[src/hw/rtl/tmq_pkg.sv]
// shared types and constants of the timed message queue
`default_nettype none

package tmq_pkg;

  localparam int unsigned DepthDef      = 16;
  localparam int unsigned HandleBitsDef = 8;
  localparam int unsigned TimeBitsDef   = 48;

  typedef enum logic [1:0] {
    MODE_ENQ       = 2'd0,
    MODE_POLL      = 2'd1,
    MODE_QUIT_SAFE = 2'd2,
    MODE_QUIT_ALL  = 2'd3
  } mode_e;

  typedef enum logic [2:0] {
    ST_ACCEPTED     = 3'd0,
    ST_DROPPED_FULL = 3'd1,
    ST_IGNORED_QUIT = 3'd2,
    ST_DELIVERED    = 3'd3,
    ST_NOT_DUE      = 3'd4,
    ST_EMPTY        = 3'd5,
    ST_REMOVED      = 3'd6,
    ST_NONE_REMOVED = 3'd7
  } status_e;

  // command broadcast to every cell of the chain
  typedef struct packed {
    logic enq;       // insert new entry, later entries move right
    logic shl;       // every cell takes its right neighbour
    logic mark;      // latch the removal flag
    logic force_all; // removal flag set on every valid entry
  } cell_op_t;

endpackage

`default_nettype wire

[src/hw/rtl/tmq_cell.sv]
// one entry of the sorted chain: handle, due time, occupancy and removal flag
`default_nettype none

module tmq_cell #(
  parameter int unsigned HANDLE_BITS = tmq_pkg::HandleBitsDef,
  parameter int unsigned TIME_BITS   = tmq_pkg::TimeBitsDef
) (
  input  wire                   clk_i,
  input  wire                   rst_ni,
  input  tmq_pkg::cell_op_t     op_i,
  input  wire [HANDLE_BITS-1:0] new_handle_i,
  input  wire [TIME_BITS-1:0]   new_due_i,
  input  wire [TIME_BITS-1:0]   now_i,
  input  wire                   left_valid_i,
  input  wire                   left_gt_i,
  input  wire [HANDLE_BITS-1:0] left_handle_i,
  input  wire [TIME_BITS-1:0]   left_due_i,
  input  wire                   right_valid_i,
  input  wire                   right_rm_i,
  input  wire [HANDLE_BITS-1:0] right_handle_i,
  input  wire [TIME_BITS-1:0]   right_due_i,
  output logic                  valid_o,
  output logic                  rm_o,
  output logic                  gt_o,
  output logic                  hit_o,
  output logic [HANDLE_BITS-1:0] handle_o,
  output logic [TIME_BITS-1:0]   due_o
);

  logic                   valid_q, valid_d;
  logic                   rm_q, rm_d;
  logic [HANDLE_BITS-1:0] handle_q, handle_d;
  logic [TIME_BITS-1:0]   due_q, due_d;
  logic                   gt;
  logic                   hit;
  logic                   ins_here;

  // new entry goes in front of this one
  assign gt  = valid_q && ((new_due_i == '0) || (new_due_i < due_q));
  assign hit = valid_q && (op_i.force_all || (due_q > now_i));
  // first cell that is either later than the new entry or the first free one
  assign ins_here = left_valid_i && !left_gt_i && (gt || !valid_q);

  always_comb begin
    valid_d  = valid_q;
    rm_d     = rm_q;
    handle_d = handle_q;
    due_d    = due_q;
    if (op_i.shl) begin
      valid_d  = right_valid_i;
      rm_d     = right_rm_i;
      handle_d = right_handle_i;
      due_d    = right_due_i;
    end else if (op_i.enq) begin
      if (left_gt_i) begin
        valid_d  = 1'b1;
        handle_d = left_handle_i;
        due_d    = left_due_i;
      end else if (ins_here) begin
        valid_d  = 1'b1;
        handle_d = new_handle_i;
        due_d    = new_due_i;
      end
    end else if (op_i.mark) begin
      rm_d = hit;
    end
  end

  always_ff @(posedge clk_i or negedge rst_ni) begin
    if (!rst_ni) begin
      valid_q <= 1'b0;
      rm_q    <= 1'b0;
    end else begin
      valid_q <= valid_d;
      rm_q    <= rm_d;
    end
  end

  always_ff @(posedge clk_i) begin
    handle_q <= handle_d;
    due_q    <= due_d;
  end

  assign valid_o  = valid_q;
  assign rm_o     = rm_q;
  assign gt_o     = gt;
  assign hit_o    = hit;
  assign handle_o = handle_q;
  assign due_o    = due_q;

endmodule

`default_nettype wire

[src/hw/rtl/timed_message_queue.sv]
// timed message queue: chain of sorted cells with output register
//
//   beat     direction  handshake               fields
//   input    in         in_valid_i / in_stall_o  mode, handle, due_time, now_time
//   result   out        out_valid_o / out_stall_i status, out_handle, wait_time, last
//
// enqueue, poll and a quit that removes nothing go straight to the output register; one beat
// accepted per cycle while results are taken; the cells compare in parallel.
// a quit with removals drains the chain through cell 0: kept entries are shifted out
// unreported, then each removed entry is reported in order, input stalled meanwhile.
// after reset the queue is empty and open; no clearing pass.
// a stalled result holds the output register; input stalls while that register
// is held or a drain runs.
`default_nettype none

module timed_message_queue #(
  parameter int unsigned DEPTH       = tmq_pkg::DepthDef,
  parameter int unsigned HANDLE_BITS = tmq_pkg::HandleBitsDef,
  parameter int unsigned TIME_BITS   = tmq_pkg::TimeBitsDef
) (
  input  wire                    clk_i,
  input  wire                    rst_ni,
  input  wire                    in_valid_i,
  output logic                   in_stall_o,
  input  wire [1:0]              mode_i,
  input  wire [HANDLE_BITS-1:0]  handle_i,
  input  wire [TIME_BITS-1:0]    due_time_i,
  input  wire [TIME_BITS-1:0]    now_time_i,
  output logic                   out_valid_o,
  input  wire                    out_stall_i,
  output logic [2:0]             status_o,
  output logic [HANDLE_BITS-1:0] out_handle_o,
  output logic [TIME_BITS-1:0]   wait_time_o,
  output logic                   last_o
);

  logic [DEPTH-1:0]       c_valid;
  logic [DEPTH-1:0]       c_rm;
  logic [DEPTH-1:0]       c_gt;
  logic [DEPTH-1:0]       c_hit;
  logic [HANDLE_BITS-1:0] c_handle [DEPTH];
  logic [TIME_BITS-1:0]   c_due    [DEPTH];

  tmq_pkg::cell_op_t op;
  tmq_pkg::mode_e    mode;
  tmq_pkg::status_e  st;

  logic                   quit_q, quit_d;
  logic                   busy_q, busy_d;
  logic                   out_valid_q, out_valid_d;
  tmq_pkg::status_e       status_q;
  logic [HANDLE_BITS-1:0] handle_q, oh;
  logic [TIME_BITS-1:0]   wait_q, wt;
  logic                   last_q, lst;
  logic                   load;
  logic                   out_free;
  logic                   accept;

  assign mode       = tmq_pkg::mode_e'(mode_i);
  assign out_free   = !out_valid_q || !out_stall_i;
  assign in_stall_o = busy_q || (out_valid_q && out_stall_i);
  assign accept     = in_valid_i && !in_stall_o;

  for (genvar i = 0; i < DEPTH; i++) begin : g_cell
    logic                   lv, lg, rv, rr;
    logic [HANDLE_BITS-1:0] lh, rh;
    logic [TIME_BITS-1:0]   ld, rd;

    if (i == 0) begin : g_head
      assign lv = 1'b1;
      assign lg = 1'b0;
      assign lh = '0;
      assign ld = '0;
    end else begin : g_left
      assign lv = c_valid[i-1];
      assign lg = c_gt[i-1];
      assign lh = c_handle[i-1];
      assign ld = c_due[i-1];
    end

    if (i == DEPTH - 1) begin : g_tail
      assign rv = 1'b0;
      assign rr = 1'b0;
      assign rh = '0;
      assign rd = '0;
    end else begin : g_right
      assign rv = c_valid[i+1];
      assign rr = c_rm[i+1];
      assign rh = c_handle[i+1];
      assign rd = c_due[i+1];
    end

    tmq_cell #(
      .HANDLE_BITS(HANDLE_BITS),
      .TIME_BITS  (TIME_BITS)
    ) u_cell (
      .clk_i         (clk_i),
      .rst_ni        (rst_ni),
      .op_i          (op),
      .new_handle_i  (handle_i),
      .new_due_i     (due_time_i),
      .now_i         (now_time_i),
      .left_valid_i  (lv),
      .left_gt_i     (lg),
      .left_handle_i (lh),
      .left_due_i    (ld),
      .right_valid_i (rv),
      .right_rm_i    (rr),
      .right_handle_i(rh),
      .right_due_i   (rd),
      .valid_o       (c_valid[i]),
      .rm_o          (c_rm[i]),
      .gt_o          (c_gt[i]),
      .hit_o         (c_hit[i]),
      .handle_o      (c_handle[i]),
      .due_o         (c_due[i])
    );
  end

  always_comb begin
    op           = '0;
    op.force_all = (mode == tmq_pkg::MODE_QUIT_ALL);
    load         = 1'b0;
    st           = tmq_pkg::ST_ACCEPTED;
    oh           = '0;
    wt           = '0;
    lst          = 1'b1;
    quit_d       = quit_q;
    busy_d       = busy_q;
    if (busy_q) begin
      // drain: kept entries leave silently, marked ones go out in order
      if (out_free) begin
        op.shl = 1'b1;
        if (c_rm[0]) begin
          load = 1'b1;
          st   = tmq_pkg::ST_REMOVED;
          oh   = c_handle[0];
          lst  = !c_rm[1];
          if (!c_rm[1]) begin
            busy_d = 1'b0;
          end
        end
      end
    end else if (accept) begin
      load = 1'b1;
      if (quit_q) begin
        st = tmq_pkg::ST_IGNORED_QUIT;
      end else begin
        case (mode)
          tmq_pkg::MODE_ENQ: begin
            if (c_valid[DEPTH-1]) begin
              st = tmq_pkg::ST_DROPPED_FULL;
            end else begin
              op.enq = 1'b1;
            end
          end
          tmq_pkg::MODE_POLL: begin
            if (!c_valid[0]) begin
              st = tmq_pkg::ST_EMPTY;
            end else if (now_time_i < c_due[0]) begin
              st = tmq_pkg::ST_NOT_DUE;
              wt = c_due[0] - now_time_i;
            end else begin
              st     = tmq_pkg::ST_DELIVERED;
              oh     = c_handle[0];
              op.shl = 1'b1;
            end
          end
          tmq_pkg::MODE_QUIT_SAFE, tmq_pkg::MODE_QUIT_ALL: begin
            quit_d = 1'b1;
            if (|c_hit) begin
              op.mark = 1'b1;
              busy_d  = 1'b1;
              load    = 1'b0;
            end else begin
              st = tmq_pkg::ST_NONE_REMOVED;
            end
          end
          default: begin
            load = 1'b0;
          end
        endcase
      end
    end
  end

  assign out_valid_d = load || (out_valid_q && out_stall_i);

  always_ff @(posedge clk_i or negedge rst_ni) begin
    if (!rst_ni) begin
      quit_q      <= 1'b0;
      busy_q      <= 1'b0;
      out_valid_q <= 1'b0;
    end else begin
      quit_q      <= quit_d;
      busy_q      <= busy_d;
      out_valid_q <= out_valid_d;
    end
  end

  always_ff @(posedge clk_i) begin
    if (load) begin
      status_q <= st;
      handle_q <= oh;
      wait_q   <= wt;
      last_q   <= lst;
    end
  end

  assign out_valid_o  = out_valid_q;
  assign status_o     = status_q;
  assign out_handle_o = handle_q;
  assign wait_time_o  = wait_q;
  assign last_o       = last_q;

endmodule

`default_nettype wire

[config.mk]
export PLATFORM = sky130hd
export DESIGN_NAME = timed_message_queue
export DESIGN_NICKNAME = d
export VERILOG_FILES = /design/src/hw/rtl/tmq_pkg.sv /design/src/hw/rtl/tmq_cell.sv /design/src/hw/rtl/timed_message_queue.sv
export SDC_FILE = /design/constraint.sdc
export NUM_CORES = 2
export LEC_CHECK = 0
export ABC_AREA = 1
export BUFFER_PORTS_ARGS = -buffer_cell sky130_fd_sc_hd__buf_2
export CELL_PAD_IN_SITES_DETAIL_PLACEMENT = 1
export CELL_PAD_IN_SITES_GLOBAL_PLACEMENT = 1
export CORE_ASPECT_RATIO = 0.8
export CORE_MARGIN = 3
export CORE_UTILIZATION = 45
export CTS_BUF_LIST = sky130_fd_sc_hd__clkbuf_4 sky130_fd_sc_hd__clkbuf_8 sky130_fd_sc_hd__clkbuf_16
export CTS_CLUSTER_SIZE = 14
export DETAILED_ROUTE_END_ITERATION = 8
export PLACE_DENSITY = 0.81
export SETUP_SLACK_MARGIN = 0.2
export SYNTH_ARGS = -nofsm -noshare
export SYNTH_HDL_FRONTEND = slang
export SYNTH_SLANG_ARGS = --single-unit
[constraint.sdc]
create_clock -name clk_i -period 4.6 [get_ports clk_i]
set_clock_uncertainty 0.05 [all_clocks]
set_input_delay 0.46 -clock clk_i [delete_from_list [all_inputs] [get_ports clk_i]]
set_output_delay 0.46 -clock clk_i [all_outputs]
set_load 0.02 [all_outputs]
* Yosys cells after proc, flatten, opt, wreduce, memory -nomap -nowiden
Index checks and enable logic that the tools add are counted.
Storage, ports and cells: flip-flop bits (word level) 991, input bits 110, output and inout port bits 62
Operators by class: add/sub/neg operators 1, magnitude comparators 33, equal/unequal tests 4, muxes and demuxes 279, bitwise logic cells 5, reduce and logical (&&, ||, !) cells 194
Operators with widths (number):
- 2-to-1 mux 48 bit | 61
- less-than comparator 48 bit | 17
- greater-than comparator 48 bit | 16
- 2-to-1 mux 8 bit | 69
- 2-to-1 mux 1 bit | 138
- logical AND 1 bit | 64
- logical OR 1 bit | 51
- zero test 48 bit | 1
- subtractor 48 bit | 1
- nonzero test 3 bit | 15
- AND reduction 2 bit | 19
- zero test 1 bit | 35
- 2-to-1 mux 3 bit | 10
- OR reduction 16 bit | 1
- one-hot mux 3 bit (3 select lines) | 1
- nonzero test 2 bit | 4
- OR reduction 6 bit | 1
- inverter 1 bit | 5
- equality test 2 bit (second input constant) | 2
- AND reduction 3 bit | 1
- equality test 2 x 1 -> 1 bit (second input constant) | 1
- zero test 2 bit | 1
- inequality test 2 bit (second input constant) | 1
- OR reduction 2 bit | 1

* Longest topological paths before layout
depth in word-level cells 12, gate-level depth with buffers 26, depth with buffers taken out 25

* By module
Synthesis repeated with hierarchy kept, for this count alone.
Second synthesis, totals: cell total of the unflattened synthesis 13199, area total of the unflattened synthesis 95430.3 µm²
Modules (own cells, without submodules):
- tmq_cell | times used 16, cells each 766, area each 5566.6 µm²
- timed_message_queue | times used 1, cells each 943, area each 6364.9 µm²

* Worst setup path after synthesis
No wires, ideal clock.
path type input to register, from input port now_time_i[3], to register last_q (netlist: last_o) (enable), arrival time 3.859 ns, setup slack 0.272 ns, cell stages on the path 18, buffers on the path 0, cells stage by stage inv_1 > ha_1 > or2_0 > nand3_1 > nand2_1 > nand2_1 > nand2_2 > nand2_1 > nand3_1 > nand3_1 > nand2_1 > a21oi_1 > nand2_1 > nor2_1 > nand2_1 > nand3_1 > nand2_1 > nand2_1
On the way: cells in the longest elaborated chain, start to end 9, elaborated cells between the ends (all ways) 54
Ends and longest elaborated chain:
- start: declaration | RTL line timed_message_queue.sv:28 | input wire [TIME_BITS-1:0] now_time_i,
- greater-than comparator 48 bit | RTL line tmq_cell.sv:40 | assign hit = valid_q && (op_i.force_all || (due_q > now_i));
- logical OR 1 bit | RTL line tmq_cell.sv:40
- logical AND 1 bit | RTL line tmq_cell.sv:40
- OR reduction 16 bit * | RTL line timed_message_queue.sv:171 | if (|c_hit) begin
- 2-to-1 mux 1 bit * | RTL line timed_message_queue.sv:171
- 2-to-1 mux 1 bit * | RTL line timed_message_queue.sv:149 | case (mode)
- 2-to-1 mux 1 bit * | RTL line timed_message_queue.sv:146 | if (quit_q) begin
- 2-to-1 mux 1 bit * | RTL line timed_message_queue.sv:144 | end else if (accept) begin
- 2-to-1 mux 1 bit * | RTL line timed_message_queue.sv:130 | if (busy_q) begin
- net load | RTL line timed_message_queue.sv:55 | logic load;
- end signal: assignment | RTL line timed_message_queue.sv:206 | last_q <= lst;
- end: declaration | RTL line timed_message_queue.sv:54 | logic last_q, lst;
Mark *: on every way through the listed nets, which the timed path passes. The rest lies on a longest branch. A chain may end at the register's enable or synchronous reset.

* Worst setup path in the final report
from register g_cell[2].u_cell.due_q[43], to register g_cell[3].u_cell.handle_q[2] (enable)
On the way: cells in the longest elaborated chain, start to end 8
Ends and longest elaborated chain:
- start: declaration | RTL line tmq_cell.sv:33 | logic [TIME_BITS-1:0] due_q, due_d;
- start signal: assignment | RTL line tmq_cell.sv:81 | due_q <= due_d;
- less-than comparator 48 bit * | RTL line tmq_cell.sv:39 | assign gt = valid_q && ((new_due_i == '0) || (new_due_i < due_q));
- logical OR 1 bit * | RTL line tmq_cell.sv:39
- logical AND 1 bit * | RTL line tmq_cell.sv:39
- zero test 1 bit | RTL line tmq_cell.sv:42 | assign ins_here = left_valid_i && !left_gt_i && (gt || !valid_q);
- logical AND 1 bit (2 in a row) | RTL line tmq_cell.sv:42
- nonzero test 3 bit (no line) *
- AND reduction 2 bit (no line) *
- end signal: assignment | RTL line tmq_cell.sv:80 | handle_q <= handle_d;
- end: declaration | RTL line tmq_cell.sv:32 | logic [HANDLE_BITS-1:0] handle_q, handle_d;
Every way passes the cells marked *; elsewhere a longest branch is shown, timed or not.

==> flow_summary.yaml <==
route:
  viasPerCell: 6.12
  ant_nets: 0
  vias: 82600
  route.detailed.drc: 0
  routed_wl_um: 344000
  drtPass1Iterations: 6
  routedWlPerCell_um: 25.5
  initialDrtViolationCount: 7247
clock_network:
  clockBufferDepth: 3
  clock-sinks: 991
  cts_inserted_buffers: 118
  cts_htree_levels: 3
  postCtsSetupBuffers: 0
  clkLatencyLatePin_ns: 0.81
  cts_root_buffer: "clkbuf_16"
  cts_tree: "built"
  path_clk_slew_ns: 0.06
global_routing:
  grt_pass1_vias: 85400
  grt_overflow: 0
  antenna_found_initial: 17
  grt_pass1_wl_um: 512000
  track_usage_pct: 34.1
  grt_max_degree: 162
power:
  peakVddDrop_mv: 0.309
  clkPwrFrac_pct: 43.1
  combPwrFrac_pct: 15.6
  powerDensity_nw_per_um2: 252
  p_leak_nw: 43.3
  netSwitchingPower_mw: 6.97
  swShare_pct: 29.2
  internal_power_mw: 16.9
  seqPwrFrac_pct: 41.3
floorplanning:
  start_util_pct: 45.5
  rows: 142
  die_w_um: 493
  core_um2: 188000
  die_h_um: 396
  pin_count: 172
  die_area_um2: 195000
sta:
  setup_slack_ns: 0.279
  worst_pin_slew_ns: 1.36
  min_period_ns: 4.32
  setup_viol: 0
  hold_viol_final: 0
  relSlewSlack_pct: 8.47
  drv_slew: 0
  fmax_mhz: 231
  min_period_over_period_pct: 93.9
  rsz0062_at_grt: "no"
final_layout:
  utilization_pct: 50.4
  design_area_um2: 94700
  drive_gt1_share_pct: 7.59
  filler_cell_count: 23000
  fin_cells: 13500
  final_cell_mix: "nand2_1, o21ai_0, a21oi_1"
  nets: 12500
  mostFrequentLayoutCell: "nand2_1"
  area_delta_synth_final_pct: 10.8
synth:
  synthArstFlopShare_pct: 3.53
  synth_cell_types: 57
  synth_area_leaders: "edfxtp_1, ha_1, o21ai_0"
  synth_top_area_share_pct: 31.6
  syn_nets: 12300
  synth_seq_cells: 991
  synth_edf_count: 900
  yosys_warnings: 0
  synth_top_flop_cell: "edfxtp_1"
  synth_cells: 10700
  synth_area_leader_cell: "edfxtp_1"
  syn_area_um2: 85500
  syn_avg_cell_area_um2: 7.99
  yosysSeqAreaShare_pct: 33.9
place:
  dpl.cell_count: 13300
  io_buffers: 171
  hpwlAfterDp_um: 267000
  gp_congestion: 1.00
  pre_cts_ws_ns: -0.463
  placed_area_um2: 90500
flow_run:
  max_cap_viol_count: 0
critical_path:
  end_kind: "flip-flop"
  required_ns: 5.07
  path_max_fanout: 24
  critPathLaunchType: "flip-flop"
  arrival_ns: 4.79
  critPathKind: "reg2reg"
hold_path:
  hold_path_class: "in2reg"
status:
  status: "finished, final reports clean"
## cell type report
type | instances | area [um2] | area share (%)
Multi-Input combinational cell | 7846 | 48700 | 51.4
Antenna cell | 7 | 17.5 | 0.0185
Timing Repair Buffer | 521 | 4470 | 4.72
Clock inverter | 69 | 818 | 0.864
Sequential cell | 991 | 29000 | 30.6
Clock buffer | 155 | 3300 | 3.48
Tap cell | 2520 | 3150 | 3.33
Inverter | 1398 | 5280 | 5.57
## critical path, cell delays in order, from the launching register on
cell,delay [ns]
edfxtp_1,0.41
inv_1,0.08
ha_1,0.31
nand2_1,0.08
nor2_1,0.09
nand2_1,0.15
nor4_1,0.50
buf_4,0.25
nand2_1,0.10
nor4_1,0.41
buf_4,0.22
nand2_1,0.05
nand2_1,0.11
nand2_1,0.10
nand2_4,0.16
nand2_1,0.06
o21ai_0,0.32
clkinv_2,0.27
buf_12,0.24
## logic make-up after synthesis
kind of cell             count (synthesis)  share of synthesized area [%]
AO/OA/AOI/OAI                         3631                           21.9
XOR/XNOR                                11                          0.113
adder cells (fa/ha/maj)               1474                           21.6
buffers and inverters                 1865                           9.33
flip-flops                             991                           33.9
AND/OR/NAND/NOR                       2730                           13.1
## Yosys cell counts (all sizes together), types with 2 or more instances
library cell  instances
o21ai              1800
nand2              1790
a21oi              1666
ha                 1473
inv                1398
edfxtp              900
nor2                401
nand3               308
clkbuf              253
buf                 214
nand4                99
nor3                 78
o21a                 62
dfxtp                56
a21o                 38
dfrtp                35
nor4                 23
o221ai               15
o211ai               12
or2                  12
a21boi                9
o21bai                9
xor2                  9
a31oi                 7
nand3b                6
a211oi                5
and2                  5
nor3b                 3
nor4b                 3
and3                  2
o2111ai               2
xnor2                 2
## flip-flops by register name (all words and copies together) (netlist names), 3 cells and up
name and flops:
g_cell.u_cell.handle_o 128, status_o 3, g_cell.u_cell.due_o 768, g_cell.u_cell.rm_o 16
wait_time_o 48, out_handle_o 8, g_cell.u_cell.valid_o 16
## per-layer routing
layer | global-route usage, % | share of wire [%]
met1 | 44.2 | 41
met2 | 54.7 | 45
met3 | 6.06 | 8.0
met4 | 17.4 | 5.7
met5 | 0 | 0.014
## final timing paths
kind	from	endpoint	slack (ns)	depth (start not counted)
worst min register to register	g_cell[8].u_cell.rm_o$_DFFE_PN0P_	g_cell[8].u_cell.rm_o$_DFFE_PN0P_	0.47	2
max in group asynchronous	rst_ni	g_cell[14].u_cell.valid_o$_DFFE_PN0P_	3.84	3
worst min-delay path	handle_i[6]	g_cell[15].u_cell.handle_o[6]$_SDFFE_PP0P_	0.05	5
min in group asynchronous	rst_ni	out_valid_o$_DFF_PN0_	0.21	3
worst max register to register	g_cell[2].u_cell.due_o[43]$_DFFE_PP_	g_cell[3].u_cell.handle_o[2]$_DFFE_PP_	0.28	18
worst max-delay path	g_cell[2].u_cell.due_o[43]$_DFFE_PP_	g_cell[3].u_cell.handle_o[2]$_DFFE_PP_	0.28	18
## timing repair
item                                    in CTS  in global routing
hold buffers                                 9                  0
endpoints found under the hold margin       45                  0
resized for setup                            2                  6
pin swaps                                    0                  3
endpoints found under the setup margin      56                 73
## power by group through the flow
stage | logic, mW | clock network (mW) | registers (mW)
after floorplan | 2.04 | 0 | 10.1
after global placement | 3.34 | 0 | 10.1
after detailed placement | 3.59 | 0 | 10.1
after CTS | 3.64 | 10.4 | 9.88
after global routing | 4.09 | 10.7 | 9.87
final | 3.72 | 10.3 | 9.88
## per-stage QoR
step                hold WS [ns]  total power, mW  TNS [ns]
floorplan                  0.114             12.1         0
finish                    0.0542             23.9         0
CTS                      0.00438             23.9         0
detailed placement         0.450             13.7    -35.89
global route              0.0834             24.7         0
global placement           0.443             13.4    -21.12
Note: power is estimated with default switching activity, not from simulation.
